### config.mk
export PLATFORM = sky130hd
export DESIGN_NAME = opatan_poly
export DESIGN_NICKNAME = d
export VERILOG_FILES = /design/src/design/opatan_pkg.sv /design/src/design/opatan_poly.sv
export SDC_FILE = /design/constraint.sdc
export NUM_CORES = 2
export LEC_CHECK = 0
export ABC_AREA = 1
export BUFFER_PORTS_ARGS = -buffer_cell sky130_fd_sc_hd__buf_4
export CORE_MARGIN = 2
export CORE_UTILIZATION = 50
export CTS_CLUSTER_SIZE = 12
export DETAILED_ROUTE_END_ITERATION = 7
export PLACE_DENSITY = 0.65
export SYNTH_ARGS = -nofsm -noshare
export SYNTH_HDL_FRONTEND = slang
export SYNTH_SLANG_ARGS = --single-unit
export TNS_END_PERCENT = 50
### constraint.sdc
create_clock -name i_clk -period 8.3 [get_ports i_clk]
set_input_delay 1.66 -clock i_clk [delete_from_list [all_inputs] [get_ports i_clk]]
set_output_delay 1.66 -clock i_clk [all_outputs]
set_load 0.02 [all_outputs]
### src/design/opatan_pkg.sv
`timescale 1ns / 1ps

package opatan_pkg;

    // default sizes
    localparam int OPERAND_WIDTH_DEF = 16;
    localparam int RATIO_FRAC_DEF    = 16;
    localparam int QUEUE_DEPTH       = 4;

    // result and accumulator widths
    localparam int ANGLE_WIDTH = 16;
    localparam int ACC_WIDTH   = 24;
    localparam int SUM_WIDTH   = 17;

    // cubic coefficients, centidegrees in q8
    localparam logic signed [ACC_WIDTH-1:0] COEF_1 = 24'sd1510919;
    localparam logic signed [ACC_WIDTH-1:0] COEF_2 = -24'sd261672;
    localparam logic signed [ACC_WIDTH-1:0] COEF_3 = -24'sd97247;

    localparam int RES_ROUND   = 128;
    localparam int RES_SHIFT   = 8;
    localparam int OCTANT_SPAN = 4500;
    localparam int HALF_TURN   = 18000;
    localparam int FULL_TURN   = 36000;

    typedef logic [2:0] t_oct;

    typedef struct packed {
        logic ratio_zero;
        t_oct oct;
    } t_class;

    function automatic logic signed [SUM_WIDTH-1:0] octant_base(input t_oct oct);
        return SUM_WIDTH'(int'(oct) * OCTANT_SPAN);
    endfunction

endpackage

### src/design/opatan_poly.sv
`timescale 1ns / 1ps

module opatan_poly #(
    parameter int RATIO_FRACTION_BITS = opatan_pkg::RATIO_FRAC_DEF
) (
    input  logic                                       i_clk,
    input  logic                                       i_rst_n,
    input  logic                                       i_en,
    input  logic                                       i_valid,
    input  logic [RATIO_FRACTION_BITS:0]               i_t,
    input  opatan_pkg::t_oct                           i_oct,
    output logic                                       o_valid,
    output logic signed [opatan_pkg::ANGLE_WIDTH-1:0]  o_angle
);

    localparam int AW = opatan_pkg::ACC_WIDTH;
    localparam int SW = opatan_pkg::SUM_WIDTH;
    localparam int TW = RATIO_FRACTION_BITS + 1;
    localparam int PW = AW + TW + 1;
    localparam logic signed [PW-1:0] HALF = PW'(1) << (RATIO_FRACTION_BITS - 1);

    // shift right by the fraction width, ties away from zero
    function automatic logic signed [AW-1:0] round_shift(input logic signed [PW-1:0] a);
        logic signed [PW-1:0] biased;
        biased = a + HALF - {{(PW-1){1'b0}}, a[PW-1]};
        return AW'(biased >>> RATIO_FRACTION_BITS);
    endfunction

    logic [6:0]              r_vld;
    opatan_pkg::t_oct        r_oct [6];
    logic [TW-1:0]           r_tt  [4];
    logic signed [PW-1:0]    n_p1, n_p2, n_p3, r_p1, r_p2, r_p3;
    logic signed [AW-1:0]    n_a2, n_a3, r_a2, r_a3, p_r;
    logic [AW-1:0]           p_c, p_sum;
    logic [SW-1:0]           n_res, r_res;
    logic signed [SW-1:0]    n_sum, n_wrap;
    logic signed [opatan_pkg::ANGLE_WIDTH-1:0] r_ang;

    always_comb begin
        n_p1   = PW'(opatan_pkg::COEF_3) * PW'($signed({1'b0, i_t}));
        n_a2   = opatan_pkg::COEF_2 + round_shift(r_p1);
        n_p2   = PW'(r_a2) * PW'($signed({1'b0, r_tt[1]}));
        n_a3   = opatan_pkg::COEF_1 + round_shift(r_p2);
        n_p3   = PW'(r_a3) * PW'($signed({1'b0, r_tt[3]}));
        p_r    = round_shift(r_p3);
        p_c    = p_r[AW-1] ? '0 : $unsigned(p_r);
        p_sum  = p_c + AW'(opatan_pkg::RES_ROUND);
        n_res  = SW'(p_sum >> opatan_pkg::RES_SHIFT);
        n_sum  = opatan_pkg::octant_base(r_oct[5]) + $signed(r_res);
        n_wrap = (n_sum > opatan_pkg::HALF_TURN) ? n_sum - SW'(opatan_pkg::FULL_TURN) : n_sum;
    end

    always_ff @(posedge i_clk) begin
        if (!i_rst_n) begin
            r_vld <= '0;
        end else if (i_en) begin
            r_vld <= {r_vld[5:0], i_valid};
        end
    end

    always_ff @(posedge i_clk) begin
        if (i_en) begin
            r_oct[0] <= i_oct;
            for (int s = 1; s < 6; s++) begin
                r_oct[s] <= r_oct[s-1];
            end
            r_tt[0] <= i_t;
            for (int s = 1; s < 4; s++) begin
                r_tt[s] <= r_tt[s-1];
            end
            r_p1  <= n_p1;
            r_a2  <= n_a2;
            r_p2  <= n_p2;
            r_a3  <= n_a3;
            r_p3  <= n_p3;
            r_res <= n_res;
            r_ang <= opatan_pkg::ANGLE_WIDTH'(n_wrap);
        end
    end

    assign o_valid = r_vld[6];
    assign o_angle = r_ang;

endmodule
Word-level counts from Yosys, hierarchy flattened

Memories as Yosys holds them, arrays and structs flattened.
Cells that the tools add are included.

Add/sub/neg operators: 11
Multiply operators: 4
Magnitude comparators: 1
Mux-type cells: 4

Operators with widths:

| operator                                                               | count |
|---|---|
| 40-bit by 16-bit adder with 40-bit output, second input constant       | 3 |
| 40-bit by 1-bit subtractor with 40-bit output                          | 3 |
| 24-bit by 18-bit multiplier with 42-bit output                         | 2 |
| 18-bit by 18-bit multiplier with 36-bit output, first input constant   | 1 |
| 19-bit by 24-bit adder with 24-bit output, first input constant        | 1 |
| 22-bit by 24-bit adder with 24-bit output, first input constant        | 1 |
| 23-bit by 8-bit adder with 24-bit output, second input constant        | 1 |
| 23-bit 2-to-1 mux                                                      | 1 |
| 16-bit by 16-bit adder with 17-bit output                              | 1 |
| 17-bit by 16-bit > comparator with 1-bit output, second input constant | 1 |
| 16-bit 2-to-1 mux                                                      | 1 |
| 16-bit subtractor, second input constant                               | 1 |
| 3-bit by 11-bit multiplier with 14-bit output, second input constant   | 1 |
| 1-bit 2-to-1 mux                                                       | 2 |

Bits in registers: 207
RAM bits: 86
Input bits: 24
Output and inout bits: 17
Logic and storage cells: 30
Memories: 2

Memory list:

| name  | depth | width | read ports | clocked after memory_dff | write ports | line              | source |
|---|---|---|---|---|---|---|---|
| r_tt  | 4     | 17    | 4          | 0                        | 4           | opatan_poly.sv:31 | `logic [TW-1:0] r_tt [4];` |
| r_oct | 6     | 3     | 6          | 0                        | 6           | opatan_poly.sv:30 | `opatan_pkg::t_oct r_oct [6];` |

Longest topological paths before layout

An unclocked memory read counts as a cell.

Word-level depth: 5
Depth in mapped cells: 28
Mapped depth without buffers: 26

Worst setup path after synthesis

OpenSTA, ideal clock, no wires.

Kind: input to register
Start point: input i_t[0]
End point: register r_p1[32] (data pin)
Library setup time: 265 ps
Arrival: 6325 ps
Required time: 8035 ps
Slack: 1710 ps
Cell stages on the path: 17
Buffers on the path: 0
Cells stage by stage: fa_1 > fa_1 > inv_1 > fa_1 > fa_1 > inv_1 > fa_1 > ha_1 > nand2_1 > nor4_1 > nand3_1 > nand3_1 > nand2_1 > o211ai_1 > a21boi_0 > o21ai_0 > xor2_1

Longest elaborated chain between the ends: 1

Ends and longest elaborated chain:

| element                                        | line              | source |
|---|---|---|
| from (decl)                                    | opatan_poly.sv:10 | `input logic [RATIO_FRACTION_BITS:0] i_t,` |
| 18-bit by 18-bit multiplier with 36-bit output | opatan_poly.sv:40 | `n_p1 = PW'(opatan_pkg::COEF_3) * PW'($signed({1'b0, i_t}));` |
| via n_p1[32]                                   | opatan_poly.sv:32 | `logic signed [PW-1:0] n_p1, n_p2, n_p3, r_p1, r_p2, r_p3;` |
| to (signal assigned)                           | opatan_poly.sv:71 | `r_p1 <= n_p1;` |
| to (decl)                                      | opatan_poly.sv:32 |  |

The timed path passes the listed nets, and every way through them passes these cells.
A chain may end at the register's enable or synchronous reset.

==> qor.txt <==
Final Hold Viols = 0
DRT antenna net count = 0
I/O Pins = 41
# nets final = 8206
Die height = 333 um
Num rows = 120
Most frequent cell after synthesis = inv_1
Clk pin slew, worst setup/hold paths = 0.07 ns
Synth Instances = 6907
Die ar. = 0.111 mm^2
Max clock buf depth = 3
Tot GR Track Use = 24.4%
DRC Markers = 0
Outcome = finished clean
CTS buffer count = 38
Clock sink count = 286
Worst-Skew Late Latency = 0.60 ns
Period minus WS final = 6.82 ns
Final setup fails = 0
Setup Fix Bufs, Post-CTS = 0
Slew headroom = 9.65%
Largest cells by area after synthesis = fa_1 33%, edfxtp_1 15%, inv_1 14%
Clock root cell = clkbuf_16
Final Cycle Share = 82.2%
Grt ovf = 0
Hpwl dp = 108000 um
Worst EP required = 8.63 ns
Layout cells sized above 1 = 2.43%
Worst EP arrival = 7.15 ns
YS warnings = 0
Cell accounting for the most synthesized area = fa_1
Fillers = 10238
Worst Setup End Kind = flop
Number of global-route vias before repair = 43076
Setup crit start kind = flop
Ys async rst share = 0%
H-tree levels = 2
RSZ-0062 raised after global routing = no
Post-synthesis sequential area ratio = 15.7%
Pin slew with the least headroom to its limit = 1.36 ns
DRT Pass-1 Iters = 8
Max Cap Viol = 0
Main synth FF type = edfxtp_1
Initial antenna violation count = 1
Final wirelength = 131000 um
Mapped Area = 0.0542 mm^2
Crit path kind = flop to flop
Post-DR wirelength/cell = 15.8 um
Net count after synthesis = 8265
CTS tree = done
Post-synthesis cell type count = 46
Pins Over Slew Limit = 0
Die X = 333 um
EDFF count, synth = 279
Area grow syn2layout = 5.36%
Post-synth top cells = 2020 x inv_1, 1790 x nand2_1, 897 x fa_1
Post-cts resize count = 0
Iteration-0 DRC Markers = 2713
Post-synthesis register bit count = 286
DR vias = 41391
Crit-path max FO = 24
Core ar. = 0.107 mm^2
TNS Setup = 0 ns
Cts hold-fix bufs = 0
Gpl congestion = 0.925
Mean Syn Cell Area = 7.84 um^2
Post-synth top area share = 33.2%
Global-route wire length before repair = 218000 um
Clk_skew = 0.0285 ns
Starting Density = 50.5%
Hold Path Class = flop to flop
Largest net degree at the start of global routing = 153
Fmax = 0.147 GHz
Vias per Instance = 5.00
PortBufs = 40
-- final timing paths --
kind	to	start	depth (start not counted)	slack (ns)
worst max-delay path	r_p3[41]	r_tt[3][12]	22	1.48
worst min-delay path	r_tt[1][12]	r_tt[0][12]	0	0.41
worst min register to register	r_tt[1][12]	r_tt[0][12]	0	0.41
worst max register to register	r_p3[41]	r_tt[3][12]	22	1.48
-- routing by layer --
layer  global-route usage, %  share of wire, %
met1                    33.0                45
met2                    40.8                47
met3                    3.06               5.7
met4                    7.61               3.2
met5                       0                 0
-- state kept, by name, indices dropped and copies added, names as in the netlist --
name,flops
r_res,16
r_oct,18
r_p2,41
r_a2,24
r_vld,7
o_angle,16
r_p1,36
r_tt,63
r_a3,24
r_p3,41
-- worst max-delay path, cell delays in order, from the launching register on --
cell and delay (ns):
edfxtp_1 1.25, nand2_1 0.34, fa_1 0.61, inv_1 0.10, fa_1 0.50, inv_1 0.05
fa_1 0.47, inv_1 0.05, fa_1 0.45, fa_1 0.49, inv_1 0.05, fa_1 0.47
inv_1 0.04, ha_1 0.34, nand2_1 0.09, nor2_1 0.14, inv_1 0.08, nor4_1 0.40
nand3_1 0.19, nand3_1 0.20, nand3_1 0.09, nand2_1 0.08, xor2_1 0.06
-- logic make-up (layout without fill, tap and decap cells) --
kind of cell,count (synthesis),after routing,synth area share [%]
AOI/OAI and AO/OA,477,477,4.95
xor gates and xnor gates,185,185,2.99
adders and majority gates,1334,1334,43.2
buffers and inverters,2195,2166,15.3
DFF,286,286,15.7
other,0,1,0
and+or+nand+nor,2430,2430,17.8
-- stage by stage --
stage	area (um^2)	util [%]	setup WS (ns)	hold slack (ns)	cells
3_5_place_dp	55800	52.1	1.02	0.405	8211
2_1_floorplan	54200	-	1.71	0.400	6907
4_1_cts	57100	53.2	1.59	0.406	8281
6_report	57100	53.2	1.48	0.407	8282
5_1_grt	57100	53.2	1.09	0.413	8281
3_3_place_gp	55800	52.1	1.05	0.400	8211
-- cell type report --
type	instances	area, um^2	share of cell area, %
Clock inverter	22	241	0.423
Inverter	2028	7610	13.3
Tap cell	1403	1760	3.08
Multi-Input combinational cell	4426	37400	65.5
Sequential cell	286	8520	14.9
Timing Repair Buffer	68	531	0.930
Antenna cell	1	2.50	0.00439
Clock buffer	48	1020	1.79
-- cells in the final DEF (no fill, tap or decap), types with 22 or more instances in the layout --
| master | netlist | routed |
|---|---|---|
| a21o_1 | 22 | 22 |
| a21oi_1 | 227 | 227 |
| a31oi_1 | 31 | 31 |
| buf_4 | 0 | 66 |
| clkbuf_16 | 0 | 39 |
| edfxtp_1 | 279 | 279 |
| fa_1 | 897 | 897 |
| ha_1 | 437 | 437 |
| inv_1 | 2020 | 2020 |
| nand2_1 | 1790 | 1790 |
| nand3_1 | 140 | 140 |
| nand4_1 | 39 | 39 |
| nor2_1 | 377 | 377 |
| nor3_1 | 30 | 30 |
| o21ai_0 | 114 | 114 |
| xnor2_1 | 60 | 60 |
| xor2_1 | 125 | 125 |
Power is not shown: default switching activity piles up to over one toggle a cycle in this logic, so the estimate is an artifact.
