`config.mk`:
```
export PLATFORM = sky130hd
export DESIGN_NAME = opatan_fifo
export DESIGN_NICKNAME = d
export VERILOG_FILES = /design/src/design/opatan_pkg.sv /design/src/design/opatan_fifo.sv
export SDC_FILE = /design/constraint.sdc
export NUM_CORES = 1
export LEC_CHECK = 0
export BUFFER_PORTS_ARGS = -buffer_cell sky130_fd_sc_hd__buf_4
export CORE_MARGIN = 5
export CORE_UTILIZATION = 30
export DETAILED_ROUTE_END_ITERATION = 8
export HOLD_SLACK_MARGIN = 0.06
export PLACE_DENSITY = 0.53
export SETUP_SLACK_MARGIN = 0.5
export SYNTH_ARGS = -nofsm -noshare
export SYNTH_HDL_FRONTEND = slang
export SYNTH_SLANG_ARGS = --single-unit
```
`constraint.sdc`:
```
create_clock -name i_clk -period 5.8 [get_ports i_clk]
set_input_delay 0.87 -clock i_clk [delete_from_list [all_inputs] [get_ports i_clk]]
set_output_delay 0.87 -clock i_clk [all_outputs]
set_load 0.005 [all_outputs]
```
`src/design/opatan_pkg.sv`:
```
`timescale 1ns / 1ps

package opatan_pkg;

    // default sizes
    localparam int OPERAND_WIDTH_DEF = 16;
    localparam int RATIO_FRAC_DEF    = 16;
    localparam int QUEUE_DEPTH       = 4;

    // result and accumulator widths
    localparam int ANGLE_WIDTH = 16;
    localparam int ACC_WIDTH   = 24;
    localparam int SUM_WIDTH   = 17;

    // cubic coefficients, centidegrees in q8
    localparam logic signed [ACC_WIDTH-1:0] COEF_1 = 24'sd1510919;
    localparam logic signed [ACC_WIDTH-1:0] COEF_2 = -24'sd261672;
    localparam logic signed [ACC_WIDTH-1:0] COEF_3 = -24'sd97247;

    localparam int RES_ROUND   = 128;
    localparam int RES_SHIFT   = 8;
    localparam int OCTANT_SPAN = 4500;
    localparam int HALF_TURN   = 18000;
    localparam int FULL_TURN   = 36000;

    typedef logic [2:0] t_oct;

    typedef struct packed {
        logic ratio_zero;
        t_oct oct;
    } t_class;

    function automatic logic signed [SUM_WIDTH-1:0] octant_base(input t_oct oct);
        return SUM_WIDTH'(int'(oct) * OCTANT_SPAN);
    endfunction

endpackage

```
`src/design/opatan_fifo.sv`:
```
`timescale 1ns / 1ps

module opatan_fifo #(
    parameter int WIDTH = 1,
    parameter int DEPTH = opatan_pkg::QUEUE_DEPTH
) (
    input  logic             i_clk,
    input  logic             i_rst_n,
    input  logic             i_push,
    input  logic [WIDTH-1:0] i_data,
    input  logic             i_pop,
    output logic [WIDTH-1:0] o_data,
    output logic             o_empty,
    output logic             o_full
);

    localparam int AW = $clog2(DEPTH);
    localparam int CW = $clog2(DEPTH + 1);

    logic [WIDTH-1:0] r_mem [DEPTH];
    logic [AW-1:0]    r_wr, r_rd, n_wr, n_rd;
    logic [CW-1:0]    r_count, n_count;
    logic             push_ok, pop_ok;

    assign o_empty = (r_count == '0);
    assign o_full  = (r_count == CW'(DEPTH));
    assign o_data  = r_mem[r_rd];
    assign push_ok = i_push & ~o_full;
    assign pop_ok  = i_pop & ~o_empty;

    always_comb begin
        n_wr    = r_wr;
        n_rd    = r_rd;
        n_count = r_count;
        if (push_ok) begin
            n_wr = (r_wr == AW'(DEPTH - 1)) ? '0 : r_wr + AW'(1);
        end
        if (pop_ok) begin
            n_rd = (r_rd == AW'(DEPTH - 1)) ? '0 : r_rd + AW'(1);
        end
        case ({push_ok, pop_ok})
            2'b10:   n_count = r_count + CW'(1);
            2'b01:   n_count = r_count - CW'(1);
            default: n_count = r_count;
        endcase
    end

    always_ff @(posedge i_clk) begin
        if (!i_rst_n) begin
            r_wr    <= '0;
            r_rd    <= '0;
            r_count <= '0;
        end else begin
            r_wr    <= n_wr;
            r_rd    <= n_rd;
            r_count <= n_count;
        end
    end

    always_ff @(posedge i_clk) begin
        if (push_ok) begin
            r_mem[r_wr] <= i_data;
        end
    end

`ifndef SYNTH
    a_no_push_full: assert property (@(posedge i_clk) disable iff (!i_rst_n)
        i_push |-> !o_full)
        else $error("push into full queue");
    a_count_bound: assert property (@(posedge i_clk) disable iff (!i_rst_n)
        r_count <= CW'(DEPTH))
        else $error("queue count beyond depth");
`endif

endmodule

```
Word level (Yosys, flattened, before mapping)
Memory sizes are Yosys's and may differ from the RTL's. A register that Yosys moved wholly into a read port is not among the register bits.
Index checks and enable logic that the tools add are counted.

operators by class
  bitwise operators = 4
  equality and inequality tests = 5
  reductions and logical operators = 2
  add/sub/neg operators = 4
  multiplexer cells = 7

operators with widths
  operator               count
  $mux W2                4
  $eq A2 B2 Y1 const B   3
  $pmux W3 S2            1
  $add A2 B1 Y2 const B  2
  $add A3 B1 Y3 const B  1
  $eq A3 B3 Y1 const B   1
  $logic_not A3 Y1       1
  $sub A3 B1 Y3 const B  1
  $and A1 B1 Y1          2
  $eq A2 B1 Y1 const B   1
  $mux W1                2
  $not A1 Y1             2
  $reduce_bool A2 Y1     1

storage, ports and cells
  memory bits (writable) = 4
  output and inout bits = 3
  register bits = 7
  memories kept = 1

memory list
  memory  depth  bits a word  read ports  clocked after Yosys merged registers in  write ports  line               RTL
  r_mem   4      1            1           1                                        1            opatan_fifo.sv:20  logic [WIDTH-1:0] r_mem [DEPTH];

Depth between registers and ports, before layout
Gate-level depths: netlist (run 1).

  depth in word-level cells = 5
  gate-level depth with buffers = 10
  depth with buffers taken out = 9

Worst setup path after synthesis (run 1)
No wires, ideal clock.

  kind = in2reg
  from = input port i_push
  to = register r_count[2]
  stages = 9
  arrival = 2331 ps
  library setup time = 76 ps
  setup slack = 3394 ps
  path through = nor2b_1 -> buf_2 -> inv_1 -> ha_1 -> inv_1 -> fa_1 -> xor2_1 -> or3_1 -> a21boi_0

on the way
  word-level cells in the longest chain between the ends = 3
  elaborated cells on any way between the ends = 5
  those cells by class = eq/ne (2); mux (1); bitwise (1); reduce/logical (1)

ends and longest elaborated chain
  item                                               line               RTL
  from (decl)                                        opatan_fifo.sv:9   input logic i_push,
  $and A1 B1 Y1 *                                    opatan_fifo.sv:28  assign push_ok = i_push & ~o_full;
  $eq A2 B1 Y1 or $eq A2 B2 Y1 (tied branches)       opatan_fifo.sv:41  case ({push_ok, pop_ok})
  $pmux W3 S2 or $reduce_bool A2 Y1 (tied branches)  n/a
  to (signal assigned)                               opatan_fifo.sv:56  r_count <= n_count;
  to (decl)                                          opatan_fifo.sv:22  logic [CW-1:0] r_count, n_count;

Every way passes the cells marked *; elsewhere a longest branch is shown, timed or not.
A chain may end at the register's enable or synchronous reset.

Worst setup path in the final report (run 1)
Same ends and word-level chain as after synthesis.

==> run metrics, run 1 <==
outcome=finished, final reports clean; RSZ-0062 raised after global routing=false; clock sink total=13; Crit. End Element=register; final WL=872 um; part of the power in registers=47.6%; fin crit share=39.4%; Post-Place Setup Slack=3210 ps; most frequent cells in the layout=dfxtp_1, inv_1, nand2_1, buf_4; vias per std cell=4.21; crit path DAT=2480 ps; first-pass detailed-route iteration total=4; Min-Delay Path Class=register to register; CTS hold repair buffers=0; clock buffer depth=2; die height=56.1 um; worst hold path depth=2; CTS Buf Count=3; tightest hold margin=508 ps; Clock Skews=3.79 ps; Crit Path Max Fanout=7; reg2reg path depth=9; CP required=5990 ps; share of cells above drive strength 1=17.1%; internal power=0.192 mW; Max-slew headroom=66.4%; total track usage=6.45%; Synth warnings=0; H-tree levels=1; number of buffers added on ports=7; Slew @ Worst Pin=500 ps; PwrDens=376 mW/mm^2; Worst VDD drop=0.000133 V; min cycle time layout=2290 ps; Yosys reg bits=13; final core utilization=37.0%; CTS tree=built; final setup vio count=0; Initial Util=31.8%; syn_nets=73; Synth Instances=61; final worst setup slack=3510 ps; initial antenna violation count=0; first-pass GRT wire length=1.53 mm; core area=0.00200 mm^2; area delta synth->final=16.3%; crit start category=input pin; Diodes inserted=0; Layout Nets=83; clock power share=19.3%; post-CTS sizing=0; Seq/Total Area, Yosys=47.2%; Detailed Place HPWL=725 um; CP Class=input pin to register; DRC=0; Die W=56.1 um; largest net degree at the start of global routing=12; post-layout instance area=741 um^2; R2R setup slack=3670 ps; Post-CTS Repair Setup Buffers=0; Initial DRC Count=6; Worst-path clk slew=70 ps; Final Max Slew Viols=0; die area=0.00314 mm^2; number of global-route vias before repair=382; P_sw=0.0869 mW; max-cap violations=0; I/O pins=8; leakage power=0.311 nW; Final ANT Viol Nets=0; Root Driver=clkbuf_4; Avg Cell Area, Syn=10.4 um^2; row count=16; GPL Wtd Cong=0.696; Fmax=437 MHz; commonest non-fill, non-tap cell in the layout=dfxtp_1; clk_lat worst skew=270 ps; combinational group share of total power=33.1%; vias=408; setup TNS=0 ps; Post-Synthesis Cell Area=637 um^2; placed instance area=714 um^2; Hold Vio Cnt, Final=0; final global-route overflow total=0; average wire per standard cell=8.99 um; post-synth cell types=22; Switching Share=31.2%
worst max-delay path, stage by stage:
cell and delay [ps]:
buf_4 110, nor2b_1 180, inv_1 80, ha_1 170, inv_1 60, fa_1 380
xor2_1 160, or3_1 300, a21boi_0 170
cell families (layout without fill, tap and decap cells):
| kind of cell | after synthesis | in the layout | synth area share (%) |
|---|---|---|---|
| AOI/OAI and AO/OA | 6 | 6 | 5.50 |
| muxes | 3 | 3 | 6.68 |
| DFF | 13 | 13 | 47.2 |
| xor gates and xnor gates | 2 | 2 | 2.75 |
| adders and majority gates | 7 | 7 | 14.9 |
| and+or+nand+nor | 21 | 21 | 17.5 |
| buffers and inverters | 9 | 18 | 5.50 |
per-stage QoR:
stage               total power, mW  instances
finish                        0.279         97
global placement              0.225         93
floorplan                     0.198         61
CTS                           0.284         97
detailed placement            0.229         93
global route                  0.306         97
per-layer routing:
metal	up-vias	track usage, %	share of wire [%]
met2	6	11.0	51
met1	182	5.91	41
li1	218	-	-
met5	-	0	0
met3	2	4.87	6.7
met4	0	2.03	0.69
synthesized netlist by cell type, drive strengths merged:
cell type	n	share of area (%)
and2	6	5.9
clkbuf	1	0.59
edfxtp	4	19
dfxtp	9	28
nor2	2	1.2
nor2b	1	0.98
ha	6	12
nor3b	1	2.0
a21boi	1	1.2
mux4	1	3.5
nand2	7	4.1
xor2	1	1.4
inv	7	4.1
o31ai	1	1.2
xnor2	1	1.4
fa	1	3.1
nor3	1	0.79
buf	1	0.79
o21ai	4	3.1
or3	1	0.98
mux2i	2	3.1
nand3	2	1.6
power groups by stage:
stage | clock network [mW] | registers (mW) | logic [mW]
floorplan | 0 | 0.131 | 0.0671
global placement | 0 | 0.134 | 0.0912
detailed placement | 0 | 0.135 | 0.0942
CTS | 0.0566 | 0.133 | 0.0946
global route | 0.0639 | 0.136 | 0.106
finish | 0.0539 | 0.133 | 0.0922
final cells by class:
class,count,area (um^2)
fill,218,1260
multi-input combinational,39,302
sequential,13,300
timing repair buffer,7,52.6
tap,27,33.8
clock buffer,4,26.3
inverter,7,26.3
final timing paths:
path | startpoint | to
max | i_push | r_count[2]$_SDFFE_PN0P_
min | r_wr[1]$_SDFFE_PN0P_ | r_wr[1]$_SDFFE_PN0P_
max reg2reg | r_count[2]$_SDFFE_PN0P_ | r_count[2]$_SDFFE_PN0P_
min reg2reg | r_wr[1]$_SDFFE_PN0P_ | r_wr[1]$_SDFFE_PN0P_
Power figures use the tool's default switching activity.
==> inputs of run 2 (changes only) <==
==> constraint.sdc (replaced) <==
create_clock -name i_clk -period 2.2 [get_ports i_clk]
set_input_delay 0.33 -clock i_clk [delete_from_list [all_inputs] [get_ports i_clk]]
set_output_delay 0.33 -clock i_clk [all_outputs]
set_load 0.005 [all_outputs]
==> run 2 against run 1 <==
Net effect: clock-buffer cell count unchanged; sequential cell count unchanged; core utilization up 2.9 points; non-clock buffer count up 3; setup slack worse by 3200 ps; final cell count up 3.1%; via count up 0.98%; power rose to 2.9 times the previous value; combinational power rose to 3.2 times the previous value; die area unchanged; sequential power rose to 2.7 times the previous value; worst hold slack worse by 250 ps.
==> run metrics, run 2 (same netlist as run 1, synthesis figures left out) <==
Fmax=542 MHz; Min-Delay Path Class=input pin to register; CP cell instances=nor3b_4 > nor2b_2 > inv_2 > ha_4 > inv_2 > fa_2 > xor2_1 > or3_1 > a21boi_1; CTS tree=built; number of global-route vias before repair=422; Initial DRC Count=5; final global-route overflow total=0; Die W=56.1 um; first-pass detailed-route iteration total=4; largest net degree at the start of global routing=12; Crit Path Max Fanout=5; placed insts=95; CP required=2400 ps; outcome=finished, final reports clean; Worst VDD drop=0.000510 V; final setup vio count=0; Crit. End Element=register; combinational group share of total power=36.6%; Slew @ Worst Pin=332 ps; Most common cell on crit path=inv_2; area delta synth->final=25.3%; first-pass GRT wire length=1.71 mm; CTS Buf Count=3; min cycle time layout=1840 ps; clock power share=18.0%; final WL=948 um; CP delay by family, top=simple AND/OR/NAND/NOR gates; Final Max Slew Viols=0; number of buffers added on ports=7; P_sw=0.247 mW; Final ANT Viol Nets=0; H-tree levels=1; initial antenna violation count=0; vias=412; Worst-path clk slew=80 ps; number of fill cells=217; tightest hold margin=255 ps; die area=0.00314 mm^2; setup TNS=0 ps; clk_lat worst skew=270 ps; crit path DAT=2050 ps; placed instance area=757 um^2; clock sink total=13; core area=0.00200 mm^2; Max-slew headroom=77.7%; vias per std cell=4.12; PwrDens=1000 mW/mm^2; average wire per standard cell=9.48 um; Post-Place Setup Slack=337 ps; crit start category=register; row count=16; I/O pins=8; Detailed Place HPWL=742 um; slowest CP cell=dfxtp_4; CTS hold repair buffers=0; RSZ-0062 raised after global routing=true; Switching Share=30.9%; final worst setup slack=356 ps; Diodes inserted=0; post-layout instance area=798 um^2; Final Instance Count excl. Fillers=100; part of the power in registers=45.4%; DRC=0; total track usage=7.21%; Initial Util=31.8%; Clock Skews=5.22 ps; commonest non-fill, non-tap cell in the layout=buf_4; share of cells above drive strength 1=31.5%; most frequent cells in the layout=buf_4, nand2_1, and2_1, dfxtp_1; GPL Wtd Cong=0.753; clock buffer depth=2; die height=56.1 um; max-cap violations=0; internal power=0.552 mW; Layout Nets=86; WP buf/inv=2; Root Driver=clkbuf_4; Slowest Stage Delay on Critical Path=370 ps; fin crit share=83.8%; CP Class=register to register; Hold Vio Cnt, Final=0; leakage power=0.327 nW
-- run 2: changes by cell type in the layout (fill, tap and decap cells not counted), moves of 2 or more --
cell	before	now
buf_4	7	10
dfxtp_1	9	6
dfxtp_4	0	3
inv_1	7	5
inv_2	0	2
-- run 2: final cells by class --
cell class | instances | area, um^2 | area share [%]
multi-input combinational | 39 | 325 | 40.8
timing repair buffer | 10 | 75.1 | 9.40
inverter | 7 | 26.3 | 3.29
tap | 27 | 33.8 | 4.23
clock buffer | 4 | 26.3 | 3.29
sequential | 13 | 312 | 39.0
-- run 2: final timing paths --
kind	startpoint	to	slack, ps	cells past startpoint
hold reg to reg	r_wr[1]$_SDFFE_PN0P_	r_wr[1]$_SDFFE_PN0P_	510	2
setup reg to reg	r_count[1]$_SDFFE_PN0P_	r_count[2]$_SDFFE_PN0P_	360	9
hold / removal	i_data	r_mem[3]$_DFFE_PP_	250	1
setup / recovery	r_count[1]$_SDFFE_PN0P_	r_count[2]$_SDFFE_PN0P_	360	9
-- run 2: power groups by stage --
stage	clock, mW	sequential [mW]	combinational [mW]
floorplan	0	0.353	0.204
global placement	0	0.363	0.289
CTS	0.154	0.363	0.300
detailed placement	0	0.364	0.292
finish	0.144	0.363	0.293
global route	0.170	0.373	0.338
-- run 2: through the flow --
step | utilization, % | total power [mW]
floorplan | - | 0.557
global placement | 37.8 | 0.652
detailed placement | 37.8 | 0.656
CTS | 39.8 | 0.816
global route | 39.9 | 0.881
finish | 39.9 | 0.799
-- run 2: routing by layer --
metal,track usage [%],part of all wire [%]
met1,7.42,49
met5,0,0
met2,11.9,46
met4,3.05,1.5
met3,4.18,3.4
-- run 2: worst reg2reg max path: stages, from the launching register on --
cell and delay (ps):
dfxtp_4 370, nor3b_4 210, nor2b_2 80, inv_2 70, ha_4 130, inv_2 30
fa_2 320, xor2_1 150, or3_1 300, a21boi_1 120
-- run 2: timing repair --
item                       4_1_cts  5_1_grt
pin swaps                        3        2
gates cloned                     0        0
setup buffers                    1        0
gates resized for setup          2        1
setup endpoints to repair        2        2
