**src/design/opatan_pkg.sv**
```systemverilog
`timescale 1ns / 1ps

package opatan_pkg;

    // default sizes
    localparam int OPERAND_WIDTH_DEF = 16;
    localparam int RATIO_FRAC_DEF    = 16;
    localparam int QUEUE_DEPTH       = 4;

    // result and accumulator widths
    localparam int ANGLE_WIDTH = 16;
    localparam int ACC_WIDTH   = 24;
    localparam int SUM_WIDTH   = 17;

    // cubic coefficients, centidegrees in q8
    localparam logic signed [ACC_WIDTH-1:0] COEF_1 = 24'sd1510919;
    localparam logic signed [ACC_WIDTH-1:0] COEF_2 = -24'sd261672;
    localparam logic signed [ACC_WIDTH-1:0] COEF_3 = -24'sd97247;

    localparam int RES_ROUND   = 128;
    localparam int RES_SHIFT   = 8;
    localparam int OCTANT_SPAN = 4500;
    localparam int HALF_TURN   = 18000;
    localparam int FULL_TURN   = 36000;

    typedef logic [2:0] t_oct;

    typedef struct packed {
        logic ratio_zero;
        t_oct oct;
    } t_class;

    function automatic logic signed [SUM_WIDTH-1:0] octant_base(input t_oct oct);
        return SUM_WIDTH'(int'(oct) * OCTANT_SPAN);
    endfunction

endpackage

```
**src/design/opatan_front.sv**
```systemverilog
`timescale 1ns / 1ps

module opatan_front #(
    parameter int OPERAND_WIDTH = opatan_pkg::OPERAND_WIDTH_DEF
) (
    input  logic                            i_clk,
    input  logic                            i_rst_n,
    input  logic                            i_en,
    input  logic                            i_valid,
    input  logic signed [OPERAND_WIDTH-1:0] i_y,
    input  logic signed [OPERAND_WIDTH-1:0] i_x,
    output logic                            o_valid,
    output logic signed [OPERAND_WIDTH+1:0] o_x,
    output logic signed [OPERAND_WIDTH+1:0] o_y,
    output opatan_pkg::t_class              o_class
);

    localparam int VW = OPERAND_WIDTH + 2;
    localparam int EW = 3;
    localparam logic signed [EW-1:0] EPS_PLUS  = EW'(1);
    localparam logic signed [EW-1:0] EPS_MINUS = -EW'(1);

    // half-plane and quadrant step
    logic signed [VW-1:0] y0, x0, x1, y1;
    logic signed [EW-1:0] ex1;
    logic                 neg, rot;
    logic signed [VW-1:0] n_xa, n_ya, r_xa, r_ya;
    logic signed [EW-1:0] n_exa, n_eya, r_exa, r_eya;
    opatan_pkg::t_oct     n_octa, r_octa;
    logic                 r_v1;

    // fold step
    logic                 fold;
    logic signed [VW-1:0] n_x, n_y, r_x, r_y;
    opatan_pkg::t_class   n_class, r_class;
    logic                 r_v2;

    assign y0  = VW'(i_y);
    assign x0  = VW'(i_x);
    assign neg = i_y[OPERAND_WIDTH-1];
    assign rot = i_y[OPERAND_WIDTH-1] ^ i_x[OPERAND_WIDTH-1];
    assign x1  = neg ? -x0 : x0;
    assign y1  = neg ? -y0 : y0;
    assign ex1 = (i_x == '0) ? (neg ? EPS_MINUS : EPS_PLUS) : '0;

    always_comb begin
        n_xa   = rot ? y1 : x1;
        n_exa  = rot ? '0 : ex1;
        n_ya   = rot ? -x1 : y1;
        n_eya  = rot ? -ex1 : '0;
        n_octa = {neg, rot, 1'b0};
    end

    always_comb begin
        fold = (r_xa < r_ya) || ((r_xa == r_ya) && (r_exa <= r_eya));
        n_x  = fold ? r_xa + r_ya : r_xa;
        n_y  = fold ? r_ya - r_xa : r_ya;
        n_class.ratio_zero = n_x[VW-1] || (n_x == '0) || n_y[VW-1] || (n_y == '0);
        n_class.oct        = {r_octa[2:1], fold};
    end

    always_ff @(posedge i_clk) begin
        if (!i_rst_n) begin
            r_v1 <= 1'b0;
            r_v2 <= 1'b0;
        end else if (i_en) begin
            r_v1 <= i_valid;
            r_v2 <= r_v1;
        end
    end

    always_ff @(posedge i_clk) begin
        if (i_en) begin
            r_xa    <= n_xa;
            r_ya    <= n_ya;
            r_exa   <= n_exa;
            r_eya   <= n_eya;
            r_octa  <= n_octa;
            r_x     <= n_x;
            r_y     <= n_y;
            r_class <= n_class;
        end
    end

    assign o_valid = r_v2;
    assign o_x     = r_x;
    assign o_y     = r_y;
    assign o_class = r_class;

`ifndef SYNTH
    a_ratio_in_range: assert property (@(posedge i_clk) disable iff (!i_rst_n)
        (r_v2 && !r_class.ratio_zero) |-> (r_y <= r_x))
        else $error("reduced ratio above one");
`endif

endmodule

```
**config.mk**
```make
export PLATFORM = sky130hd
export DESIGN_NAME = opatan_front
export DESIGN_NICKNAME = d
export VERILOG_FILES = /design/src/design/opatan_pkg.sv /design/src/design/opatan_front.sv
export SDC_FILE = /design/constraint.sdc
export NUM_CORES = 1
export LEC_CHECK = 0
export BUFFER_PORTS_ARGS = -buffer_cell sky130_fd_sc_hd__buf_2
export CAP_MARGIN = 5
export CORE_ASPECT_RATIO = 0.6
export CORE_MARGIN = 5
export CORE_UTILIZATION = 35
export CTS_CLUSTER_DIAMETER = 50
export DETAILED_ROUTE_END_ITERATION = 7
export PLACE_DENSITY = 0.65
export SYNTH_ARGS = -nofsm -noshare
export SYNTH_HDL_FRONTEND = slang
export SYNTH_SLANG_ARGS = --single-unit
```
**constraint.sdc**
```tcl
create_clock -name i_clk -period 3.1 [get_ports i_clk]
set_clock_uncertainty 0.1 [all_clocks]
set_input_delay 0.465 -clock i_clk [delete_from_list [all_inputs] [get_ports i_clk]]
set_output_delay 0.465 -clock i_clk [all_outputs]
set_load 0.05 [all_outputs]
```
[Word level (Yosys, flattened, before mapping)]
Cells that the tools add are included.
Storage, ports and cells
  register bits after elaboration: 86
  bits in latches: 0
  bits in writable memories: 0
  ROM bits: 0
  input port bits: 36
  output and inout port bits: 41
  memories kept: 0
Cells by class
  add/sub/neg operators: 6
  multiply operators: 0
  divide/modulo/power cells: 0
  order comparisons: 2
  equality and inequality tests: 1
  shifts and indexed selects: 0
  muxes and demuxes: 8
  bitwise gates (word level): 1
  reduce and logical (&&, ||, !) cells: 8
Operators with widths (count)
  18-bit 2-to-1 mux: 6
  18-bit zero test: 2
  16-bit negation with 18-bit output: 2
  18-bit adder: 1
  18-bit == test: 1
  18-bit < comparator: 1
  18-bit negation: 1
  18-bit subtractor: 1
  16-bit zero test: 1
  3-bit 2-to-1 mux: 2
  1-bit logical OR: 4
  3-bit <= comparator: 1
  3-bit negation: 1
  1-bit logical AND: 1
  1-bit bitwise XOR: 1

[Logic depth before layout (Yosys ltp)]
Gate-level depths: netlist of run 1.
  depth after elaboration: 8
  mapped depth: 13
  depth with buffers taken out: 12

[Least setup slack after synthesis of run 1]
OpenSTA, ideal clock, no wires.
  path type: input to register
  start point: input port i_x[0]
  end point: register r_ya[15] (data pin)
  library setup time: 261 ps
  data arrival time: 2767 ps
  data required time: 2739 ps
  path slack: -27 ps
  stages: 12
  cell sequence: buf_2 inv_1 ha_1 or4b_1 a2111o_1 o31a_1 nand3b_4 nor3_4 nand3_1 and2b_1 xor2_1 mux2i_1
Between the ends
  word-level cells in the longest chain between the ends: 4
RTL lines
  start, declared: line opatan_front.sv:11  | input logic signed [OPERAND_WIDTH-1:0] i_x,
  16-bit negation with 18-bit output: line opatan_front.sv:42  | assign x1 = neg ? -x0 : x0;
  18-bit 2-to-1 mux (*): line opatan_front.sv:42
  18-bit negation (*): line opatan_front.sv:49  | n_ya = rot ? -x1 : y1;
  18-bit 2-to-1 mux (*): line opatan_front.sv:49
  named net n_ya[15]: line opatan_front.sv:27  | logic signed [VW-1:0] n_xa, n_ya, r_xa, r_ya;
  end signal, assigned: line opatan_front.sv:75  | r_ya <= n_ya;
  end, declared: line opatan_front.sv:27
Mark *: on every way through the listed nets, which the timed path passes. The rest lies on a longest branch.
A chain may end at the register's enable or synchronous reset.

==> results of run 1 <==
-- metal layers --
metal | wire [um] | track usage [%] | vias to the layer above
met5 | 0 | 0 | -
met4 | 216 | 3.79 | 0
met3 | 2070 | 4.54 | 24
met2 | 7620 | 25.0 | 299
met1 | 10900 | 31.1 | 2888
li1 | - | - | 3030
-- timing repair --
item	4_1_cts	5_1_grt
buffers inserted	11	3
cloned	0	0
pin swaps	24	19
resized for setup	34	30
endpoints found under the setup margin	8	25
hold buffers	0	0
-- through the flow --
stage          instance area (sq um)  power (mW)
6_report                        9080        5.88
2_1_floorplan                   6620        3.28
5_1_grt                         9080        6.20
3_5_place_dp                    8350        4.43
4_1_cts                         8930        5.74
3_3_place_gp                    8350        4.42
-- placed cells by master, fill, tap and decap left out, types with 8 or more instances in the layout --
cell type  instances
edfxtp_1          82
o21ai_0           59
nor3_1            18
xnor2_1           39
nor2b_1            9
ha_1              33
inv_1             45
nand3_1           10
xor2_1            30
nand2_1           83
buf_4            165
nor2_1            47
nand2b_1           8
clkbuf_16          9
or3_1              9
a21oi_1           34
nor4_1            12
buf_2             75
-- final timing paths --
check,end,cells past startpoint,slack [ns]
setup / recovery,o_class[3],13,-0.20
hold / removal,r_v1,2,0.24
setup reg to reg,o_class[3],13,-0.20
hold reg to reg,o_class[1],0,0.33
-- cell families after synthesis --
family,synth area share [%]
AOI/OAI and AO/OA,16.0
DFF,37.9
buffers and inverters,5.39
adders and majority gates,8.00
other,0.0568
and+or+nand+nor,19.0
xor gates and xnor gates,9.43
muxes,4.12
-- sequential cells by signal, summed over array words and instances (netlist names) --
| name | flops |
|---|---|
| o_class | 4 |
| r_ya | 18 |
| r_v1 | 1 |
| o_y | 18 |
| r_exa | 2 |
| r_octa | 2 |
| o_valid | 1 |
| r_xa | 18 |
| o_x | 18 |
| r_eya | 2 |
-- critical path: cells and delay by family (launching register included) --
family | cells | cell delay (ns)
flip-flops | 1 | 0.47
buffers and inverters | 2 | 0.31
adder cells (fa/ha/maj) | 2 | 0.51
AND/OR/NAND/NOR | 3 | 0.82
AO/OA/AOI/OAI | 6 | 0.83
-- layout make-up --
| cell class | instances | area share (%) |
|---|---|---|
| Timing Repair Buffer | 248 | 18.9 |
| Clock buffer | 12 | 2.94 |
| Inverter | 50 | 2.07 |
| Sequential cell | 84 | 27.6 |
| Tap cell | 240 | 3.31 |
| Multi-Input combinational cell | 543 | 44.6 |
| Clock inverter | 4 | 0.620 |
-- power groups by stage --
stage	combinational (mW)	sequential (mW)	clock, mW
floorplan	1.16	2.12	0
global placement	2.79	1.63	0
detailed placement	2.80	1.64	0
CTS	2.95	1.61	1.18
global route	3.33	1.64	1.24
finish	3.11	1.61	1.16
==> flow_metrics.env, run 1 <==
export IMPL_tns_ns=-0.239
export IMPL_hp_start="i_rst_n"
export IMPL_die_area_sq_um=21800
export IMPL_min_delay_path_class="primary input to register"
export IMPL_r2r_start="r_xa[0]"
export IMPL_multi_input_area_sq_um=4050
export IMPL_synth_seq_cells=84
export IMPL_tightest_slew_ns=0.587
export IMPL_status="finished, violations left"
export IMPL_combPwrFrac_pct=52.9
export IMPL_endpoint_kind="register"
export IMPL_period_share_pct=106
export IMPL_finalSetupViolations=2
export IMPL_antenna_left=0
export IMPL_swShare_pct=40.9
export IMPL_initial_utilization_pct=36.0
export IMPL_synth_top_cell_by_area="edfxtp_1"
export IMPL_syn_inst=710
export IMPL_ir_worst_vdd_v=0.000337
export IMPL_yosys_warnings=0
export IMPL_cts_path_max_buffers=2
export IMPL_syn_area_sq_um=6600
export IMPL_grt_first_pass_wirelength_um=32700
export IMPL_crit_chain="buf_6 -> ha_4 -> fa_2 -> nor2b_2 -> o21ai_2 -> buf_6 -> a21oi_1 -> or3_1 -> o311a_1 -> o2111a_1 -> a41oi_2 -> o32ai_2 -> or3_1"
export IMPL_finalHoldViolations=0
export IMPL_path_clk_slew_ns=0.07
export IMPL_synth_main_ff_cell="edfxtp_1"
export IMPL_pwr_density_cell_nw_per_um2=648
export IMPL_synth_edf_count=82
export IMPL_nets=1013
export IMPL_avgViaCountPerCell=5.28
export IMPL_synthArstFlopShare_pct=0
export IMPL_cts_buffers=9
export IMPL_max_freq_mhz=303
export IMPL_cp_start_kind="register"
export IMPL_core_area_sq_um=18300
export IMPL_syn_area_per_cell_sq_um=9.29
export IMPL_cts_htree_levels=3
export IMPL_dieHeight_um=116
export IMPL_num_vias=6241
export IMPL_cts_root_buffer="clkbuf_16"
export IMPL_drive_gt1_share_pct=35.3
export IMPL_fin_ws_ns=-0.196
export IMPL_first_iter_violations=617
export IMPL_cts_tree="yes"
export IMPL_ys_top_cells_by_area="edfxtp_1 37%, ha_1 7.4%, xnor2_1 5.4%"
export IMPL_seq_area_sq_um=2500
export IMPL_synth_cell_types=78
export IMPL_p_int_mw=3.47
export IMPL_required_ns=3.08
export IMPL_antenna_cells=0
export IMPL_synthTopCellsByCount="83 x nand2_1, 82 x edfxtp_1, 65 x o21ai_0"
export IMPL_antenna_found_initial=0
export IMPL_clkLatencyLatePin_ns=0.34
export IMPL_holdWs_ns=0.237
export IMPL_rows=38
export IMPL_seq_area_frac_synth_pct=37.9
export IMPL_switching_power_mw=2.41
export IMPL_clkPwrFrac_pct=19.7
export IMPL_yosys_cell_count_top_type="nand2_1"
export IMPL_crit_path_max_fanout=3
export IMPL_io_pins=77
export IMPL_power_frac_seq_pct=27.4
export IMPL_startpoint="r_xa[0]"
export IMPL_rsz0062_at_grt="true"
export IMPL_max_stage_delay_ns=0.47
export IMPL_totalWireLength_um=20800
export IMPL_gp_congestion=0.967
export IMPL_hpwl_um=16600
export IMPL_power_leakage_nw=3.83
export IMPL_fillers=1697
export IMPL_finish_utilization_pct=49.6
export IMPL_slew_headroom_pct=60.6
export IMPL_critPathArrivalTime_ns=3.28
export IMPL_cap_viol_max_count=0
export IMPL_fin_crit_ns=3.30
export IMPL_die_w_um=187
export IMPL_grt_pass1_vias=5900
export IMPL_slew_viol_final=0
export IMPL_drtPass1Iterations=5
export IMPL_drc=0
export IMPL_slowest_stage="edfxtp_1"
export IMPL_grt_start_max_net_pins=47
export IMPL_grt_util_all_layers_pct=19.1
export IMPL_synthToLayoutAreaGrowth_pct=37.7
export IMPL_wl_per_cell_um=17.6
export IMPL_portBuffers=76
export IMPL_preCtsSetupSlack_ns=-0.329
export IMPL_synth_top_cell_area_share_pct=37.3
export IMPL_final_cell_count_no_fill=1181
export IMPL_crit_type="register to register"
export IMPL_cts_sinks=84
export IMPL_violations="setup timing"
export IMPL_dp_cells=1153
export IMPL_gr_total_overflow=0
Note: power is estimated with default switching activity, not from simulation.
==> run 2: changes to the inputs <==
==> constraint.sdc (replaced) <==
create_clock -name i_clk -period 2.9 [get_ports i_clk]
set_clock_uncertainty 0.1 [all_clocks]
set_input_delay 0.435 -clock i_clk [delete_from_list [all_inputs] [get_ports i_clk]]
set_output_delay 0.435 -clock i_clk [all_outputs]
set_load 0.05 [all_outputs]
==> run 2 against run 1 <==
Against the previous run:
- the flow still finishes with violations (setup timing)
- via count grew 4.2%
- sequential power grew 7%
- final area grew 9.7%
- register-to-register slack lost 0.24 ns
- wire length grew 5.2%
- sequential share of layout area shrank 2.4 points
- final cell count grew 4.6%
- first-iteration DRC count grew 18%
- sequential cell count is the same
- utilization grew 4.8 points
- setup slack lost 0.24 ns
- power grew 15%
- largest cell class unchanged
==> flow_metrics.env, run 2 (synthesis results as in run 1) <==
export IMPL_rsz0062_at_grt="true"
export IMPL_fin_crit_ns=3.34
export IMPL_wl_per_cell_um=17.7
export IMPL_rr_worst_depth=11
export IMPL_first_iter_violations=726
export IMPL_min_delay_path_class="primary input to register"
export IMPL_grt_first_pass_wirelength_um=32200
export IMPL_antenna_found_initial=0
export IMPL_initial_utilization_pct=36.0
export IMPL_antenna_left=0
export IMPL_path_common_cell="or3_1"
export IMPL_die_w_um=187
export IMPL_num_vias=6505
export IMPL_slew_headroom_pct=56.8
export IMPL_slew_viol_final=0
export IMPL_pwr_density_cell_nw_per_um2=681
export IMPL_cap_viol_max_count=0
export IMPL_finalHoldViolations=0
export IMPL_grt_start_max_net_pins=39
export IMPL_drtPass1Iterations=5
export IMPL_io_pins=77
export IMPL_max_stage_delay_ns=0.40
export IMPL_clkLatencyLatePin_ns=0.35
export IMPL_rows=38
export IMPL_dieHeight_um=116
export IMPL_cts_path_max_buffers=2
export IMPL_required_ns=2.89
export IMPL_totalWireLength_um=21900
export IMPL_final_cell_mix="202 x buf_4, 82 x edfxtp_1, 75 x buf_2"
export IMPL_crit_type="register to register"
export IMPL_finish_utilization_pct=54.4
export IMPL_grt_util_all_layers_pct=18.9
export IMPL_gr_total_overflow=0
export IMPL_drc=0
export IMPL_cts_buffers=9
export IMPL_whs_path_depth=2
export IMPL_endpoint_kind="register"
export IMPL_cp_num_cells=11
export IMPL_grt_pass1_vias=5860
export IMPL_antenna_cells=0
export IMPL_crit_chain="ha_1 -> buf_4 -> nor2b_1 -> o21ai_0 -> nand3_1 -> o211ai_1 -> a21oi_1 -> or3_1 -> a31oi_2 -> o32ai_1 -> or3_1"
export IMPL_tightest_slew_ns=0.644
export IMPL_path_clk_slew_ns=0.06
export IMPL_violations="setup timing"
export IMPL_holdWs_ns=0.218
export IMPL_cts_sinks=84
export IMPL_cp_start_kind="register"
export IMPL_period_share_pct=115
export IMPL_cts_htree_levels=3
export IMPL_nets=1067
export IMPL_core_area_sq_um=18300
export IMPL_hpwl_um=17000
export IMPL_critPathArrivalTime_ns=3.33
export IMPL_ir_worst_vdd_v=0.000336
export IMPL_finalSetupViolations=17
export IMPL_max_freq_mhz=300
export IMPL_slowest_stage="edfxtp_1"
export IMPL_fin_ws_ns=-0.436
export IMPL_crit_path_max_fanout=7
export IMPL_cp_top_family="compound AO/OA/AOI/OAI gates"
export IMPL_path_buf_inv=1
export IMPL_portBuffers=76
export IMPL_final_common_cell="buf_4"
export IMPL_avgViaCountPerCell=5.27
export IMPL_die_area_sq_um=21800
export IMPL_cts_tree="yes"
export IMPL_preCtsSetupSlack_ns=-0.437
export IMPL_status="finished, violations left"
export IMPL_power_leakage_nw=4.26
export IMPL_cts_root_buffer="clkbuf_16"
export IMPL_drive_gt1_share_pct=44.4
export IMPL_gp_congestion=0.988
export IMPL_synthToLayoutAreaGrowth_pct=51.0
-- run 2: routing by layer --
layer	track usage [%]	routed length, um
met1	30.9	11100
met2	24.9	8330
met3	4.21	2170
met4	3.69	262
met5	0	0
-- run 2: cell type report --
| class | count | area [sq um] |
|---|---|---|
| clock buffers | 9 | 225 |
| clock inverters | 7 | 75.1 |
| fillers | 1578 | 8350 |
| inverters | 50 | 198 |
| multi-input cells | 543 | 4390 |
| flip-flops and latches | 84 | 2500 |
| well taps | 240 | 300 |
| repair buffers | 302 | 2270 |
-- run 2: through the flow --
step / area [sq um] / cells / power [mW] / setup TNS [ns]
3_3_place_gp: 8800 / 1196 / 4.90 / -2.02
5_1_grt: 9960 / 1235 / 7.11 / -5.69
3_5_place_dp: 8800 / 1196 / 4.92 / -2.67
2_1_floorplan: 6750 / 713 / 3.57 / -0.193
4_1_cts: 9210 / 1216 / 6.15 / -0.682
6_report: 9960 / 1235 / 6.79 / -3.65
-- run 2: repair_timing --
action / in CTS / in global routing
gates cloned: 0 / 7
pin swaps: 13 / 27
endpoints found under the setup margin: 32 / 35
resized for setup: 25 / 141
hold buffers: 0 / 0
buffers inserted: 4 / 15
-- run 2: worst paths after layout --
| kind | start | endpoint | slack [ns] |
|---|---|---|---|
| max reg2reg | r_ya[9] | o_class[3] | -0.44 |
| min reg2reg | r_octa[1] | o_class[1] | 0.32 |
| min | i_rst_n | r_v1 | 0.22 |
| max | r_ya[9] | o_class[3] | -0.44 |
-- run 2: power by group --
part           total (mW)  switching (mW)  internal (mW)
sequential           1.72          0.0778           1.64
clock                1.14           0.474          0.670
combinational        3.92            2.23           1.69
==> run 3: changes to the inputs <==
--- a/config.mk
+++ b/config.mk
@@ -9,10 +9,10 @@
 export CAP_MARGIN = 5
 export CORE_ASPECT_RATIO = 0.6
 export CORE_MARGIN = 5
-export CORE_UTILIZATION = 35
+export CORE_UTILIZATION = 60
 export CTS_CLUSTER_DIAMETER = 50
 export DETAILED_ROUTE_END_ITERATION = 7
-export PLACE_DENSITY = 0.65
+export PLACE_DENSITY = 0.82
 export SYNTH_ARGS = -nofsm -noshare
 export SYNTH_HDL_FRONTEND = slang
 export SYNTH_SLANG_ARGS = --single-unit
==> constraint.sdc (replaced) <==
create_clock -name i_clk -period 3.8 [get_ports i_clk]
set_clock_uncertainty 0.1 [all_clocks]
set_input_delay 0.57 -clock i_clk [delete_from_list [all_inputs] [get_ports i_clk]]
set_output_delay 0.57 -clock i_clk [all_outputs]
set_load 0.05 [all_outputs]
==> run 3 against run 2 <==
Against the previous run:
- the run now ends clean
- via count is 11% lower
- maximum frequency decreased by 5.5%
- power decreased by 39%
- global-route usage rose by 8.5 points
- critical path depth shrank 1
- die area fell by 39%
- highest routed layer unchanged
- setup slack improved by 0.71 ns
- wire length shrank 17%
- largest power group unchanged
==> flow_metrics.env, run 3 (synthesis results as in run 1) <==
export IMPL_portBuffers=76
export IMPL_slowest_stage="nor4b_1"
export IMPL_gp_congestion=1.00
export IMPL_totalWireLength_um=18100
export IMPL_holdBufCountCts=0
export IMPL_cp_top_family="simple AND/OR/NAND/NOR gates"
export IMPL_period_share_pct=92.9
export IMPL_initial_utilization_pct=61.8
export IMPL_final_cell_mix="83 x nand2_1, 82 x edfxtp_1, 75 x buf_2"
export IMPL_avgViaCountPerCell=6.18
export IMPL_cp_start_kind="register"
export IMPL_grt_pass1_vias=5573
export IMPL_first_iter_violations=518
export IMPL_crit_chain="ha_1 -> nor2b_1 -> nor4b_1 -> a2111oi_2 -> nor4b_1 -> nor2_1 -> xnor2_1 -> a41oi_1 -> o32ai_1 -> or3_1"
export IMPL_min_delay_path_class="register to register"
export IMPL_placed_area_sq_um=7230
export IMPL_crit_path_max_fanout=5
export IMPL_antenna_cells=0
export IMPL_power_leakage_nw=3.09
export IMPL_drc=0
export IMPL_cts_root_buffer="clkbuf_16"
export IMPL_cts_sinks=84
export IMPL_dieHeight_um=91.2
export IMPL_final_common_cell="nand2_1"
export IMPL_num_vias=5800
export IMPL_slew_headroom_pct=50.9
export IMPL_p_int_mw=2.39
export IMPL_cts_path_max_buffers=2
export IMPL_gr_total_overflow=0
export IMPL_cts_buffers=9
export IMPL_grt_first_pass_wirelength_um=29500
export IMPL_critPathArrivalTime_ns=3.52
export IMPL_cts_tree="yes"
export IMPL_rows=29
export IMPL_grt_util_all_layers_pct=27.5
export IMPL_synthToLayoutAreaGrowth_pct=14.4
export IMPL_required_ns=3.79
export IMPL_clkPwrFrac_pct=21.9
export IMPL_status="completed"
export IMPL_endpoint_kind="register"
export IMPL_finalHoldViolations=0
export IMPL_antenna_left=0
export IMPL_swShare_pct=42.6
export IMPL_fillers=806
export IMPL_cap_viol_max_count=0
export IMPL_grt_start_max_net_pins=57
export IMPL_nets=872
export IMPL_drtPass1Iterations=5
export IMPL_tns_ns=0
export IMPL_path_clk_slew_ns=0.07
export IMPL_clkLatencyLatePin_ns=0.34
export IMPL_slew_viol_final=0
export IMPL_cts_htree_levels=3
export IMPL_die_w_um=145
export IMPL_ir_worst_vdd_v=0.000379
export IMPL_path_buf_inv=0
export IMPL_stdcell_area_sq_um=7540
export IMPL_path_common_cell="nor4b_1"
export IMPL_io_pins=77
export IMPL_wl_per_cell_um=19.2
export IMPL_hpwl_um=14200
export IMPL_tightest_slew_ns=0.736
export IMPL_max_stage_delay_ns=0.56
export IMPL_combPwrFrac_pct=45.9
export IMPL_core_area_sq_um=10700
export IMPL_die_area_sq_um=13300
export IMPL_switching_power_mw=1.77
export IMPL_drive_gt1_share_pct=18.9
export IMPL_fin_ws_ns=0.271
export IMPL_antenna_found_initial=0
export IMPL_cts_setup_buffers=0
export IMPL_finalSetupViolations=0
export IMPL_pwr_density_cell_nw_per_um2=551
export IMPL_power_frac_seq_pct=32.2
export IMPL_rsz0062_at_grt="false"
export IMPL_preCtsSetupSlack_ns=0.168
export IMPL_max_freq_mhz=283
export IMPL_crit_type="register to register"
export IMPL_fin_crit_ns=3.53
-- run 3: metal layers --
metal	part of all wire [%]	track usage, %	routed length (um)	vias up
met5	0	0	0	-
met1	47	41.0	8530	2694
met2	41	40.8	7450	337
met3	10	6.82	1860	25
met4	1.2	5.67	218	0
li1	-	-	-	2744
-- run 3: timing repair --
item                                   in CTS  in global routing
gates resized for setup                     0                  1
setup endpoints to repair                   0                  1
endpoints found under the hold margin       0                  0
-- run 3: final timing paths --
check,cells past startpoint,start,slack (ns),endpoint
worst max register to register,10,r_ya[4],0.27,o_class[3]
worst min register to register,0,r_octa[1],0.33,o_class[1]
worst min-delay path,0,r_octa[1],0.33,o_class[1]
worst max-delay path,10,r_ya[4],0.27,o_class[3]
-- run 3: worst register-to-register path, stage by stage, from the launching register on --
cell and delay [ns]:
edfxtp_1 0.51, ha_1 0.45, nor2b_1 0.12, nor4b_1 0.47
a2111oi_2 0.18, nor4b_1 0.56, nor2_1 0.13, xnor2_1 0.17
a41oi_1 0.18, o32ai_1 0.11, or3_1 0.32
-- run 3: stage by stage --
stage / hold slack (ns) / cells / utilization, % / power, mW
final: 0.330 / 939 / 70.7 / 4.15
after global routing: 0.352 / 939 / 70.7 / 4.36
after CTS: 0.339 / 939 / 70.7 / 4.13
after detailed placement: 0.306 / 923 / 67.8 / 3.22
after global placement: 0.304 / 923 / 67.8 / 3.21
after floorplan: 0.300 / 713 / - / 2.68
-- run 3: final cells by class --
class	instances	area (sq um)	share of cell area (%)
Sequential cell	84	2500	33.2
Timing Repair Buffer	107	616	8.16
Multi-Input combinational cell	543	3760	49.8
Clock inverter	7	81.3	1.08
Clock buffer	9	225	2.99
Tap cell	139	174	2.31
Inverter	50	188	2.49
-- run 3: power by group through the flow --
stage | sequential [mW] | clock (mW) | combinational [mW]
6_report | 1.34 | 0.908 | 1.91
5_1_grt | 1.36 | 0.959 | 2.05
4_1_cts | 1.34 | 0.919 | 1.87
3_5_place_dp | 1.36 | 0 | 1.86
3_3_place_gp | 1.35 | 0 | 1.86
2_1_floorplan | 1.73 | 0 | 0.949
